## config.mk

```make
export PLATFORM = sky130hd
export DESIGN_NAME = ring_stepper_positioner
export DESIGN_NICKNAME = d
export VERILOG_FILES = /design/src/rtl/rsp_pkg.sv /design/src/rtl/rsp_cfg_regs.sv /design/src/rtl/rsp_step_core.sv /design/src/rtl/ring_stepper_positioner.sv
export SDC_FILE = /design/constraint.sdc
export NUM_CORES = 1
export LEC_CHECK = 0
export BUFFER_PORTS_ARGS = -buffer_cell sky130_fd_sc_hd__buf_4
export CORE_ASPECT_RATIO = 0.7
export CORE_MARGIN = 1.5
export CORE_UTILIZATION = 46
export DETAILED_ROUTE_END_ITERATION = 6
export PLACE_DENSITY = 0.71
export SLEW_MARGIN = 0
export SYNTH_ARGS = -nofsm -noshare
export SYNTH_HDL_FRONTEND = slang
export SYNTH_SLANG_ARGS = --single-unit
```

## constraint.sdc

```tcl
create_clock -name aclk -period 7.2 [get_ports aclk]
set_clock_uncertainty 0.05 [all_clocks]
set_input_delay 1.44 -clock aclk [delete_from_list [all_inputs] [get_ports aclk]]
set_output_delay 1.44 -clock aclk [all_outputs]
set_load 0.01 [all_outputs]
```

## src/rtl/rsp_pkg.sv

```systemverilog
// shared types and constants of the ring stepper positioner
`timescale 1ns / 1ps

package rsp_pkg;

    localparam int unsigned POS_W   = 8;
    localparam int unsigned DELAY_W = 8;
    localparam int unsigned RATE_W  = 4;
    localparam int unsigned DIST_W  = 7;
    localparam int unsigned COIL_W  = 6;
    localparam int unsigned PHASE_W = 2;
    localparam int unsigned CFG_IDX_W  = 3;
    localparam int unsigned CFG_DATA_W = 8;
    localparam int unsigned IN_DATA_W  = 16;
    localparam int unsigned OUT_DATA_W = 24;

    localparam logic [POS_W-1:0] RING_STEPS = 8'd200;
    localparam logic [POS_W-1:0] LAST_POS   = 8'd199;
    localparam logic [POS_W-1:0] HALF_RING  = 8'd100;
    localparam logic [POS_W-1:0] FAR_DIST   = 8'd30;
    localparam logic signed [POS_W:0] HALF_S     = 9'sd100;
    localparam logic signed [POS_W:0] NEG_HALF_S = -9'sd100;

    localparam logic [DELAY_W-1:0] DELAY_MIN_SAT = 8'd1;
    localparam logic [DELAY_W-1:0] DELAY_MAX_SAT = 8'd255;

    localparam logic [DELAY_W-1:0] MAX_DELAY_RST = 8'd20;
    localparam logic [DELAY_W-1:0] MIN_DELAY_RST = 8'd6;
    localparam logic [RATE_W-1:0]  RAMP_RATE_RST = 4'd1;
    localparam logic [DIST_W-1:0]  DECEL_RST     = 7'd15;
    localparam logic [DIST_W-1:0]  NEAR_RST      = 7'd5;

    localparam logic [CFG_IDX_W-1:0] CFG_MAX_DELAY = 3'd0;
    localparam logic [CFG_IDX_W-1:0] CFG_MIN_DELAY = 3'd1;
    localparam logic [CFG_IDX_W-1:0] CFG_RAMP_RATE = 3'd2;
    localparam logic [CFG_IDX_W-1:0] CFG_DECEL     = 3'd3;
    localparam logic [CFG_IDX_W-1:0] CFG_NEAR      = 3'd4;

    localparam logic [COIL_W-1:0] COIL_TABLE [4] = '{6'h30, 6'h06, 6'h28, 6'h05};

    typedef struct packed {
        logic [DELAY_W-1:0] max_delay;
        logic [DELAY_W-1:0] min_delay;
        logic [RATE_W-1:0]  ramp_rate;
        logic [DIST_W-1:0]  decel_distance;
        logic [DIST_W-1:0]  near_distance;
    } rsp_cfg_t;

    typedef struct packed {
        logic [COIL_W-1:0]  coil_pattern;
        logic [POS_W-1:0]   position;
        logic               stepped;
        logic               near_goal;
        logic [DELAY_W-1:0] step_delay;
    } rsp_result_t;

endpackage

```

## src/rtl/rsp_cfg_regs.sv

```systemverilog
// configuration register file of the ring stepper positioner
`timescale 1ns / 1ps

module rsp_cfg_regs (
    input  logic                           aclk,
    input  logic                           aresetn,
    input  logic                           cfg_valid,
    output logic                           cfg_ready,
    input  logic [rsp_pkg::CFG_IDX_W-1:0]  cfg_index,
    input  logic [rsp_pkg::CFG_DATA_W-1:0] cfg_data,
    output rsp_pkg::rsp_cfg_t              cfg
);
    import rsp_pkg::*;

    rsp_cfg_t cfg_reg;
    rsp_cfg_t cfg_next;

    assign cfg_ready = 1'b1;
    assign cfg       = cfg_reg;

    always_comb begin
        cfg_next = cfg_reg;
        if (cfg_valid) begin
            unique case (cfg_index)
                CFG_MAX_DELAY: cfg_next.max_delay      = cfg_data;
                CFG_MIN_DELAY: cfg_next.min_delay      = cfg_data;
                CFG_RAMP_RATE: cfg_next.ramp_rate      = cfg_data[RATE_W-1:0];
                CFG_DECEL:     cfg_next.decel_distance = cfg_data[DIST_W-1:0];
                CFG_NEAR:      cfg_next.near_distance  = cfg_data[DIST_W-1:0];
                default: begin
                end
            endcase
        end
    end

    always_ff @(posedge aclk) begin
        if (!aresetn) begin
            cfg_reg.max_delay      <= MAX_DELAY_RST;
            cfg_reg.min_delay      <= MIN_DELAY_RST;
            cfg_reg.ramp_rate      <= RAMP_RATE_RST;
            cfg_reg.decel_distance <= DECEL_RST;
            cfg_reg.near_distance  <= NEAR_RST;
        end else begin
            cfg_reg <= cfg_next;
        end
    end

endmodule

```

## src/rtl/rsp_step_core.sv

```systemverilog
// tick counter, ring stepping, coil phase and delay ramp state
`timescale 1ns / 1ps

module rsp_step_core (
    input  logic                      aclk,
    input  logic                      aresetn,
    input  logic                      advance,
    input  logic [rsp_pkg::POS_W-1:0] goal_position,
    input  logic                      run,
    input  rsp_pkg::rsp_cfg_t         cfg,
    output rsp_pkg::rsp_result_t      result
);
    import rsp_pkg::*;

    logic [POS_W-1:0]   step_pos_reg,   step_pos_next;
    logic [PHASE_W-1:0] coil_phase_reg, coil_phase_next;
    logic [DELAY_W-1:0] delay_reg,      delay_next;
    logic [DELAY_W-1:0] tick_reg,       tick_next;
    logic               near_reg,       near_next;

    logic [POS_W-1:0]   goal_sat;
    logic [DELAY_W:0]   tick_inc;
    logic               step_event;
    logic signed [POS_W:0] diff;
    logic [POS_W-1:0]   dist_abs;
    logic [POS_W-1:0]   ring_dist;
    logic               go_fwd;
    logic               go_back;
    logic [DELAY_W:0]   rate_plus_one;
    logic [DELAY_W:0]   delay_up;
    logic [DELAY_W-1:0] delay_ramped;

    always_comb begin
        goal_sat   = (goal_position >= RING_STEPS) ? LAST_POS : goal_position;
        tick_inc   = {1'b0, tick_reg} + 9'd1;
        step_event = run && (tick_inc >= {1'b0, delay_reg});

        diff      = $signed({1'b0, goal_sat}) - $signed({1'b0, step_pos_reg});
        dist_abs  = diff[POS_W] ? POS_W'(-diff) : diff[POS_W-1:0];
        ring_dist = (dist_abs > HALF_RING) ? RING_STEPS - dist_abs : dist_abs;

        go_fwd  = (diff > 9'sd0 && diff < HALF_S) || (diff < NEG_HALF_S);
        go_back = (diff < 9'sd0 && diff >= NEG_HALF_S) || (diff >= HALF_S);

        rate_plus_one = {5'd0, cfg.ramp_rate} + 9'd1;
        delay_up      = {1'b0, delay_reg} + {5'd0, cfg.ramp_rate};
        // far away: accelerate, close in: slow down, saturate to 1..255
        if (ring_dist > FAR_DIST && delay_reg > cfg.min_delay) begin
            delay_ramped = ({1'b0, delay_reg} > rate_plus_one)
                         ? delay_reg - {4'd0, cfg.ramp_rate} : DELAY_MIN_SAT;
        end else if (ring_dist < {1'b0, cfg.decel_distance} && delay_reg <= cfg.max_delay) begin
            delay_ramped = delay_up[DELAY_W] ? DELAY_MAX_SAT : delay_up[DELAY_W-1:0];
        end else begin
            delay_ramped = delay_reg;
        end

        step_pos_next   = step_pos_reg;
        coil_phase_next = coil_phase_reg;
        delay_next      = delay_reg;
        tick_next       = tick_reg;
        near_next       = near_reg;

        if (run) begin
            if (step_event) begin
                tick_next  = '0;
                near_next  = ring_dist < {1'b0, cfg.near_distance};
                delay_next = delay_ramped;
                if (go_fwd) begin
                    step_pos_next   = (step_pos_reg == LAST_POS) ? '0 : step_pos_reg + 8'd1;
                    coil_phase_next = coil_phase_reg + 2'd1;
                end else if (go_back) begin
                    step_pos_next   = (step_pos_reg == '0) ? LAST_POS : step_pos_reg - 8'd1;
                    coil_phase_next = coil_phase_reg - 2'd1;
                end
            end else begin
                tick_next = tick_inc[DELAY_W-1:0];
            end
        end

        result.coil_pattern = COIL_TABLE[coil_phase_next];
        result.position     = step_pos_next;
        result.stepped      = step_event;
        result.near_goal    = near_next;
        result.step_delay   = delay_next;
    end

    always_ff @(posedge aclk) begin
        if (!aresetn) begin
            step_pos_reg   <= '0;
            coil_phase_reg <= '0;
            delay_reg      <= MAX_DELAY_RST;
            tick_reg       <= '0;
            near_reg       <= 1'b0;
        end else if (advance) begin
            step_pos_reg   <= step_pos_next;
            coil_phase_reg <= coil_phase_next;
            delay_reg      <= delay_next;
            tick_reg       <= tick_next;
            near_reg       <= near_next;
        end
    end

endmodule

```

## src/rtl/ring_stepper_positioner.sv

```systemverilog
// top level of the ring stepper positioner
`timescale 1ns / 1ps

// Stepper position controller on a 200-step ring. Each input item is one
// prescaler tick with a goal position and a run flag; each tick yields one
// result item with the coil pattern, position, step flag, near-goal flag and
// current step delay. One item is taken every clock cycle while the downstream
// side does not stall. An accepted item waits in the input register; when the
// result register is free or being emptied, its result is registered there and
// presented on the result port. The per-tick state update (counter compare,
// shortest ring distance, step and delay ramp) is combinational, so ticks may
// come back to back. The result register holds a finished item while the
// downstream side stalls and the input register keeps taking items until both
// are full. Configuration is written through cfg_valid/cfg_index/cfg_data,
// always ready; write only while no item is in flight.
module ring_stepper_positioner (
    input  logic                             aclk,
    input  logic                             aresetn,
    // config write
    input  logic                             cfg_valid,
    output logic                             cfg_ready,
    input  logic [rsp_pkg::CFG_IDX_W-1:0]    cfg_index,
    input  logic [rsp_pkg::CFG_DATA_W-1:0]   cfg_data,
    // input items
    input  logic                             s_axis_tvalid,
    output logic                             s_axis_tready,
    input  logic [rsp_pkg::IN_DATA_W-1:0]    s_axis_tdata,  // goal_position, run
    // result items
    output logic                             m_axis_tvalid,
    input  logic                             m_axis_tready,
    output logic [rsp_pkg::OUT_DATA_W-1:0]   m_axis_tdata   // coil_pattern, position,
                                                            // stepped, near_goal, step_delay
);
    import rsp_pkg::*;

    rsp_cfg_t    cfg;
    rsp_result_t result;

    logic             in_valid_reg;
    logic [POS_W-1:0] in_goal_reg;
    logic             in_run_reg;
    logic             out_valid_reg;
    rsp_result_t      out_reg;
    logic             advance;

    assign advance       = in_valid_reg && (!out_valid_reg || m_axis_tready);
    assign s_axis_tready = !in_valid_reg || advance;

    rsp_cfg_regs u_cfg (
        .aclk      (aclk),
        .aresetn   (aresetn),
        .cfg_valid (cfg_valid),
        .cfg_ready (cfg_ready),
        .cfg_index (cfg_index),
        .cfg_data  (cfg_data),
        .cfg       (cfg)
    );

    rsp_step_core u_core (
        .aclk          (aclk),
        .aresetn       (aresetn),
        .advance       (advance),
        .goal_position (in_goal_reg),
        .run           (in_run_reg),
        .cfg           (cfg),
        .result        (result)
    );

    always_ff @(posedge aclk) begin
        if (!aresetn) begin
            in_valid_reg <= 1'b0;
        end else if (s_axis_tready) begin
            in_valid_reg <= s_axis_tvalid;
        end
    end

    always_ff @(posedge aclk) begin
        if (s_axis_tvalid && s_axis_tready) begin
            in_goal_reg <= s_axis_tdata[POS_W-1:0];
            in_run_reg  <= s_axis_tdata[POS_W];
        end
    end

    always_ff @(posedge aclk) begin
        if (!aresetn) begin
            out_valid_reg <= 1'b0;
        end else if (advance) begin
            out_valid_reg <= 1'b1;
        end else if (m_axis_tready) begin
            out_valid_reg <= 1'b0;
        end
    end

    always_ff @(posedge aclk) begin
        if (advance) begin
            out_reg <= result;
        end
    end

    assign m_axis_tvalid = out_valid_reg;
    assign m_axis_tdata  = {out_reg.step_delay, out_reg.near_goal, out_reg.stepped,
                            out_reg.position, out_reg.coil_pattern};

endmodule

```

==> results of run 1 <==
[per-layer routing]
metal / part of all wire / up-vias / GRT usage
met4: 0.0078 / 0 / 0.0395
met5: 0 / - / 0
met2: 0.42 / 199 / 0.326
li1: - / 3111 / -
met3: 0.063 / 13 / 0.0447
met1: 0.51 / 2922 / 0.315
[metrics by stage]
stage,setup slack (ns),power (W),area (sq um)
3_5_place_dp,0.623,0.00116,7690
3_3_place_gp,0.677,0.00115,7690
2_1_floorplan,1.21,0.00104,7190
6_report,0.542,0.00162,7980
4_1_cts,0.577,0.00161,7970
5_1_grt,0.0134,0.00171,7980
[path summary, 6_finish.rpt]
path	startpoint	endpoint	slack, ns	cells past startpoint
worst max-delay path	in_goal_reg[7]	m_axis_tdata[19]	0.54	27
worst min register to register	u_cfg.cfg[12]	u_cfg.cfg[12]	0.40	2
worst max register to register	in_goal_reg[7]	m_axis_tdata[19]	0.54	27
worst min-delay path	u_cfg.cfg[12]	u_cfg.cfg[12]	0.40	2
[Yosys cell counts, types with 6 or more instances]
cell type / instances / area share
xor2_1: 8 / 0.0098
nor2_1: 68 / 0.036
inv_1: 66 / 0.034
dfxtp_1: 63 / 0.18
nand3_1: 21 / 0.015
a211oi_1: 8 / 0.0084
nor2b_1: 11 / 0.0096
edfxtp_1: 33 / 0.14
nor3_1: 18 / 0.013
nand2b_1: 15 / 0.013
o211ai_1: 14 / 0.015
a31oi_1: 8 / 0.0070
nand2_1: 110 / 0.057
ha_1: 67 / 0.12
a21oi_1: 61 / 0.042
o21ai_0: 32 / 0.022
clkbuf_1: 26 / 0.014
and2_1: 11 / 0.0096
xnor2_1: 21 / 0.026
o21a_1: 9 / 0.0094
nor4_1: 6 / 0.0052
mux2i_1: 14 / 0.020
a21o_1: 15 / 0.016
and3_1: 16 / 0.014
[cell families (layout without fill, tap and decap cells)]
group,after synthesis,in the layout,share of synthesized area
and+or+nand+nor,310,310,0.207
AOI/OAI and AO/OA,223,223,0.226
buffers and inverters,101,139,0.0571
DFF,96,96,0.313
adders and majority gates,70,70,0.125
xor gates and xnor gates,35,35,0.0498
muxes,15,15,0.0216
other,1,1,0.000522
[worst min-delay path, cell delays in order (launching register included)]
cell and delay, ns:
dfxtp_1 0.31, nand2_1 0.05, a21oi_1 0.05
[power by group]
| part | total, W | leakage [nW] | internal (W) | switching [W] |
|---|---|---|---|---|
| Sequential | 0.000587 | 0.819 | 0.000576 | 0.0000105 |
| Combinational | 0.000572 | 2.34 | 0.000225 | 0.000347 |
| Clock | 0.000456 | 0.133 | 0.000245 | 0.000211 |
[what timing repair did]
item | CTS | global route
buffers inserted | 0 | 0
resized for setup | 0 | 2
endpoints found under the setup margin | 0 | 5
endpoints found under the hold margin | 0 | 0
[layout make-up]
cell class	count	area (sq um)	area share
Multi-Input combinational cell	654	4540	0.569
Sequential cell	96	2250	0.282
Timing Repair Buffer	55	413	0.0517
Inverter	68	255	0.0320
Clock buffer	12	246	0.0309
Tap cell	195	244	0.0306
Clock inverter	4	30.0	0.00376
==> impl_metrics.toml, run 1 <==
[outcome]
status = "completed"

[place]
portBuffers = 50
gp_congestion = 0.906
dp_cells = 1068
hpwl_mm = 12.8

[clocking]
clockRootBuffer = "clkbuf_16"
clock-sinks = 96
cts_tree = "done"
hold_buffers = 0
cts_htree_levels = 3
clk_pin_slew_ns = 0.06
insertion_delay_ns = 0.35
cts_buffers = 9
clock_tree.buffer_depth = 2

[critical_path]
cp_common_cell = "o21a_1"
path_delay_family = "compound AO/OA/AOI/OAI gates"
path_buf_inv = 1
cp.required_ns = 7.24
cp_slowest_cell = "fa_1"
crit_arrival_ns = 6.70
crit_path_start_kind = "register"
crit_type = "reg2reg"
crit_fanout = 7
slowest_delay_ns = 0.47
endpoint_kind = "register"

[sta]
fmaxAchievable_mhz = 150
rsz0062_at_grt = "false"
fin_tns_setup_ns = 0
fin_crit_sh = 0.925
post-route-min-period_ns = 6.66
whs_ns = 0.405
tightestPinTransition_ns = 0.940
drv_slew = 0
setup_viol = 0
finalHoldViolations = 0
slew_headroom = 0.372

[synth]
syn_inst = 851
async_flop_share = 0
synth_edf_count = 33
syn-num-nets = 953
avgSynthCellArea_sq_um = 8.44
ys_seq_area_frac = 0.313
ys.flop_type = "dfxtp_1"
synth_cell_type_count = 93
yosys_warnings = 0
syn_area_sq_um = 7190
yosys_register_bits = 96

[layout]
n_fill_cell = 1443
layout.cells.non_filler = 1084
final_nets = 986
final_cell_mix = "nand2_1, nor2_1, ha_1, inv_1, dfxtp_1"
syn2layout_area_growth_pct = 11.1
largest_reg_flops = 34
post-route-util = 0.532
layout_commonest_cell = "nand2_1"
drive_above_1_share = 0.120
antenna_cells = 0

[global_routing]
grt_pass1_vias = 5704
grt_usage = 0.215
grt_max_degree = 47
overflow = 0
antenna_found_initial = 0
grt_pass1_wl_mm = 28.5

[run]
maxCapViolCount = 0

[routing]
drtPass1Iterations = 6
drtIter0Drc = 591
drcViolationCount = 0
via_per_inst = 5.76
vias = 6245
wl_per_cell_microns = 15.7
postRouteAntennaNets = 0
drt_wl_total_mm = 17.0

[floorplan]
start_util = 0.479
dieArea_sq_um = 16400
coreArea_sq_um = 15000
die_h_microns = 108
boundaryPins = 59
fp.dieW_microns = 152
rows = 37

[worst_hold_path]
min_path_type = "reg2reg"

[power]
leakagePower_nw = 3.30
vdd_ir_drop_max_mv = 0.122
power_density_nw_per_um2 = 202
(Power assumes the default switching activity.)
==> run 2, diff against run 1 <==
--- a/config.mk
+++ b/config.mk
@@ -11,6 +11,7 @@
 export CORE_UTILIZATION = 46
 export DETAILED_ROUTE_END_ITERATION = 6
 export PLACE_DENSITY = 0.71
+export RECOVER_POWER = 100
 export SLEW_MARGIN = 0
 export SYNTH_ARGS = -nofsm -noshare
 export SYNTH_HDL_FRONTEND = slang
==> impl_metrics.toml, run 2 (synthesized netlist as in run 1, its figures left out) <==
[outcome]
status = "finished, violations left"
violations = "max-capacitance violations, max-slew violations"

[clocking]
cts_tree = "done"
clk_pin_slew_ns = 0.07
cts_htree_levels = 3
hold_buffers = 0
clock_tree.buffer_depth = 2
cts_setup_buffers = 0
cts_buffers = 9
clockRootBuffer = "clkbuf_16"
ctsResizeCount = 0
clock-sinks = 96
insertion_delay_ns = 0.35

[floorplan]
die_h_microns = 108
start_util = 0.479
coreArea_sq_um = 15000
rows = 37
boundaryPins = 59
fp.dieW_microns = 152
dieArea_sq_um = 16400

[sta]
rsz0062_at_grt = "false"
slew_headroom = -0.164
fmaxAchievable_mhz = 150
fin_crit_sh = 0.924
post-route-min-period_ns = 6.65
tightestPinTransition_ns = 1.75
finalHoldViolations = 0
fin_tns_setup_ns = 0
layout_setup_ws_ns = 0.547
drv_slew = 80
whs_ns = 0.404
setup_viol = 0

[critical_path]
crit_arrival_ns = 6.69
cp_slowest_cell = "fa_1"
reg2regPathDepth = 27
crit_path_start_kind = "register"
path_buf_inv = 1
r2r_start = "in_goal_reg[7]"
path_delay_family = "compound AO/OA/AOI/OAI gates"
crit_type = "reg2reg"
rrSetupSlack_ns = 0.55
cp.required_ns = 7.24
cp-startpoint = "in_goal_reg[7]"
crit_cells = 27
endpoint_kind = "register"
slowest_delay_ns = 0.47
cp_common_cell = "o21a_1"
crit_fanout = 7

[power]
leakagePower_nw = 3.17
vdd_ir_drop_max_mv = 0.120
finalPower_w = 0.00161
power_density_nw_per_um2 = 205

[layout]
final_nets = 986
antenna_cells = 0
final_cell_mix = "nand2_1, nor2_1, inv_1, ha_1, dfxtp_1"
syn2layout_area_growth_pct = 9.21
layout_commonest_cell = "nand2_1"
n_fill_cell = 1458
post-route-util = 0.523
largest_reg_flops = 34
drive_above_1_share = 0.0810

[worst_hold_path]
min_path_type = "reg2reg"
whs_path_depth = 2
min_from = "u_cfg.cfg[12]"

[place]
portBuffers = 50
gp_congestion = 0.906
hpwl_mm = 12.8
place_ws_ns = 0.623

[global_routing]
grt_max_degree = 47
grt_usage = 0.215
grt_pass1_vias = 5704
overflow = 0
grt_pass1_wl_mm = 28.5
antenna_found_initial = 0

[routing]
vias = 6275
wl_per_cell_microns = 15.7
via_per_inst = 5.79
drtPass1Iterations = 5
drcViolationCount = 0
drtIter0Drc = 661
postRouteAntennaNets = 0
drt_wl_total_mm = 17.1

[run]
maxCapViolCount = 2
-- run 2: cell count changes in the layout (fill, tap and decap cells not counted), sizes merged --
| cell | change |
|---|---|
| clkbuf | +41 |
| buf | -41 |
-- run 2: layer usage --
metal	part of all wire	wire length, microns	global-route usage
met1	0.51	8710	0.315
met2	0.42	7110	0.326
met3	0.065	1110	0.0447
met4	0.0083	142	0.0395
met5	0	0	0
-- run 2: worst paths after layout --
check,to
worst max register to register,m_axis_tdata[19]
worst min register to register,u_cfg.cfg[12]
worst max-delay path,m_axis_tdata[19]
worst min-delay path,u_cfg.cfg[12]
-- run 2: cell type report --
class,instances,area (sq um),area share
Clock buffer,12,246,0.0314
Clock inverter,4,30.0,0.00383
Inverter,68,255,0.0325
Multi-Input combinational cell,654,4520,0.576
Sequential cell,96,2250,0.287
Tap cell,195,244,0.0311
Timing Repair Buffer,55,297,0.0378
-- run 2: where the power goes --
part | switching, W | leakage [nW] | internal (W) | total (W)
clock | 0.000212 | 0.133 | 0.000246 | 0.000458
sequential | 0.0000104 | 0.819 | 0.000577 | 0.000587
combinational | 0.000343 | 2.22 | 0.000218 | 0.000561
-- run 2: per-stage QoR --
stage / cell area (sq um) / std cells
after floorplan: 7190 / 851
after global placement: 7690 / 1068
after detailed placement: 7690 / 1068
after CTS: 7970 / 1084
after global routing: 7850 / 1084
final: 7850 / 1084
-- run 2: worst register-to-register path, cell delays in order (launching register included) --
cell       delay, ns
edfxtp_1        0.36
nand2_1         0.11
or2_2           0.32
nand2b_1        0.09
inv_1           0.06
fa_1            0.47
nand2b_1        0.22
a211oi_2        0.37
o22a_1          0.28
nand2_1         0.08
o21ai_0         0.19
ha_1            0.33
a21oi_2         0.08
a2bb2oi_4       0.18
nor2_1          0.30
mux2i_1         0.29
ha_1            0.26
a21boi_0        0.12
o21a_1          0.18
o21a_1          0.17
o21a_1          0.17
o21a_1          0.16
o21ai_0         0.32
o2111ai_2       0.35
o31a_1          0.39
o211ai_1        0.17
nand2_1         0.12
o22a_1          0.20
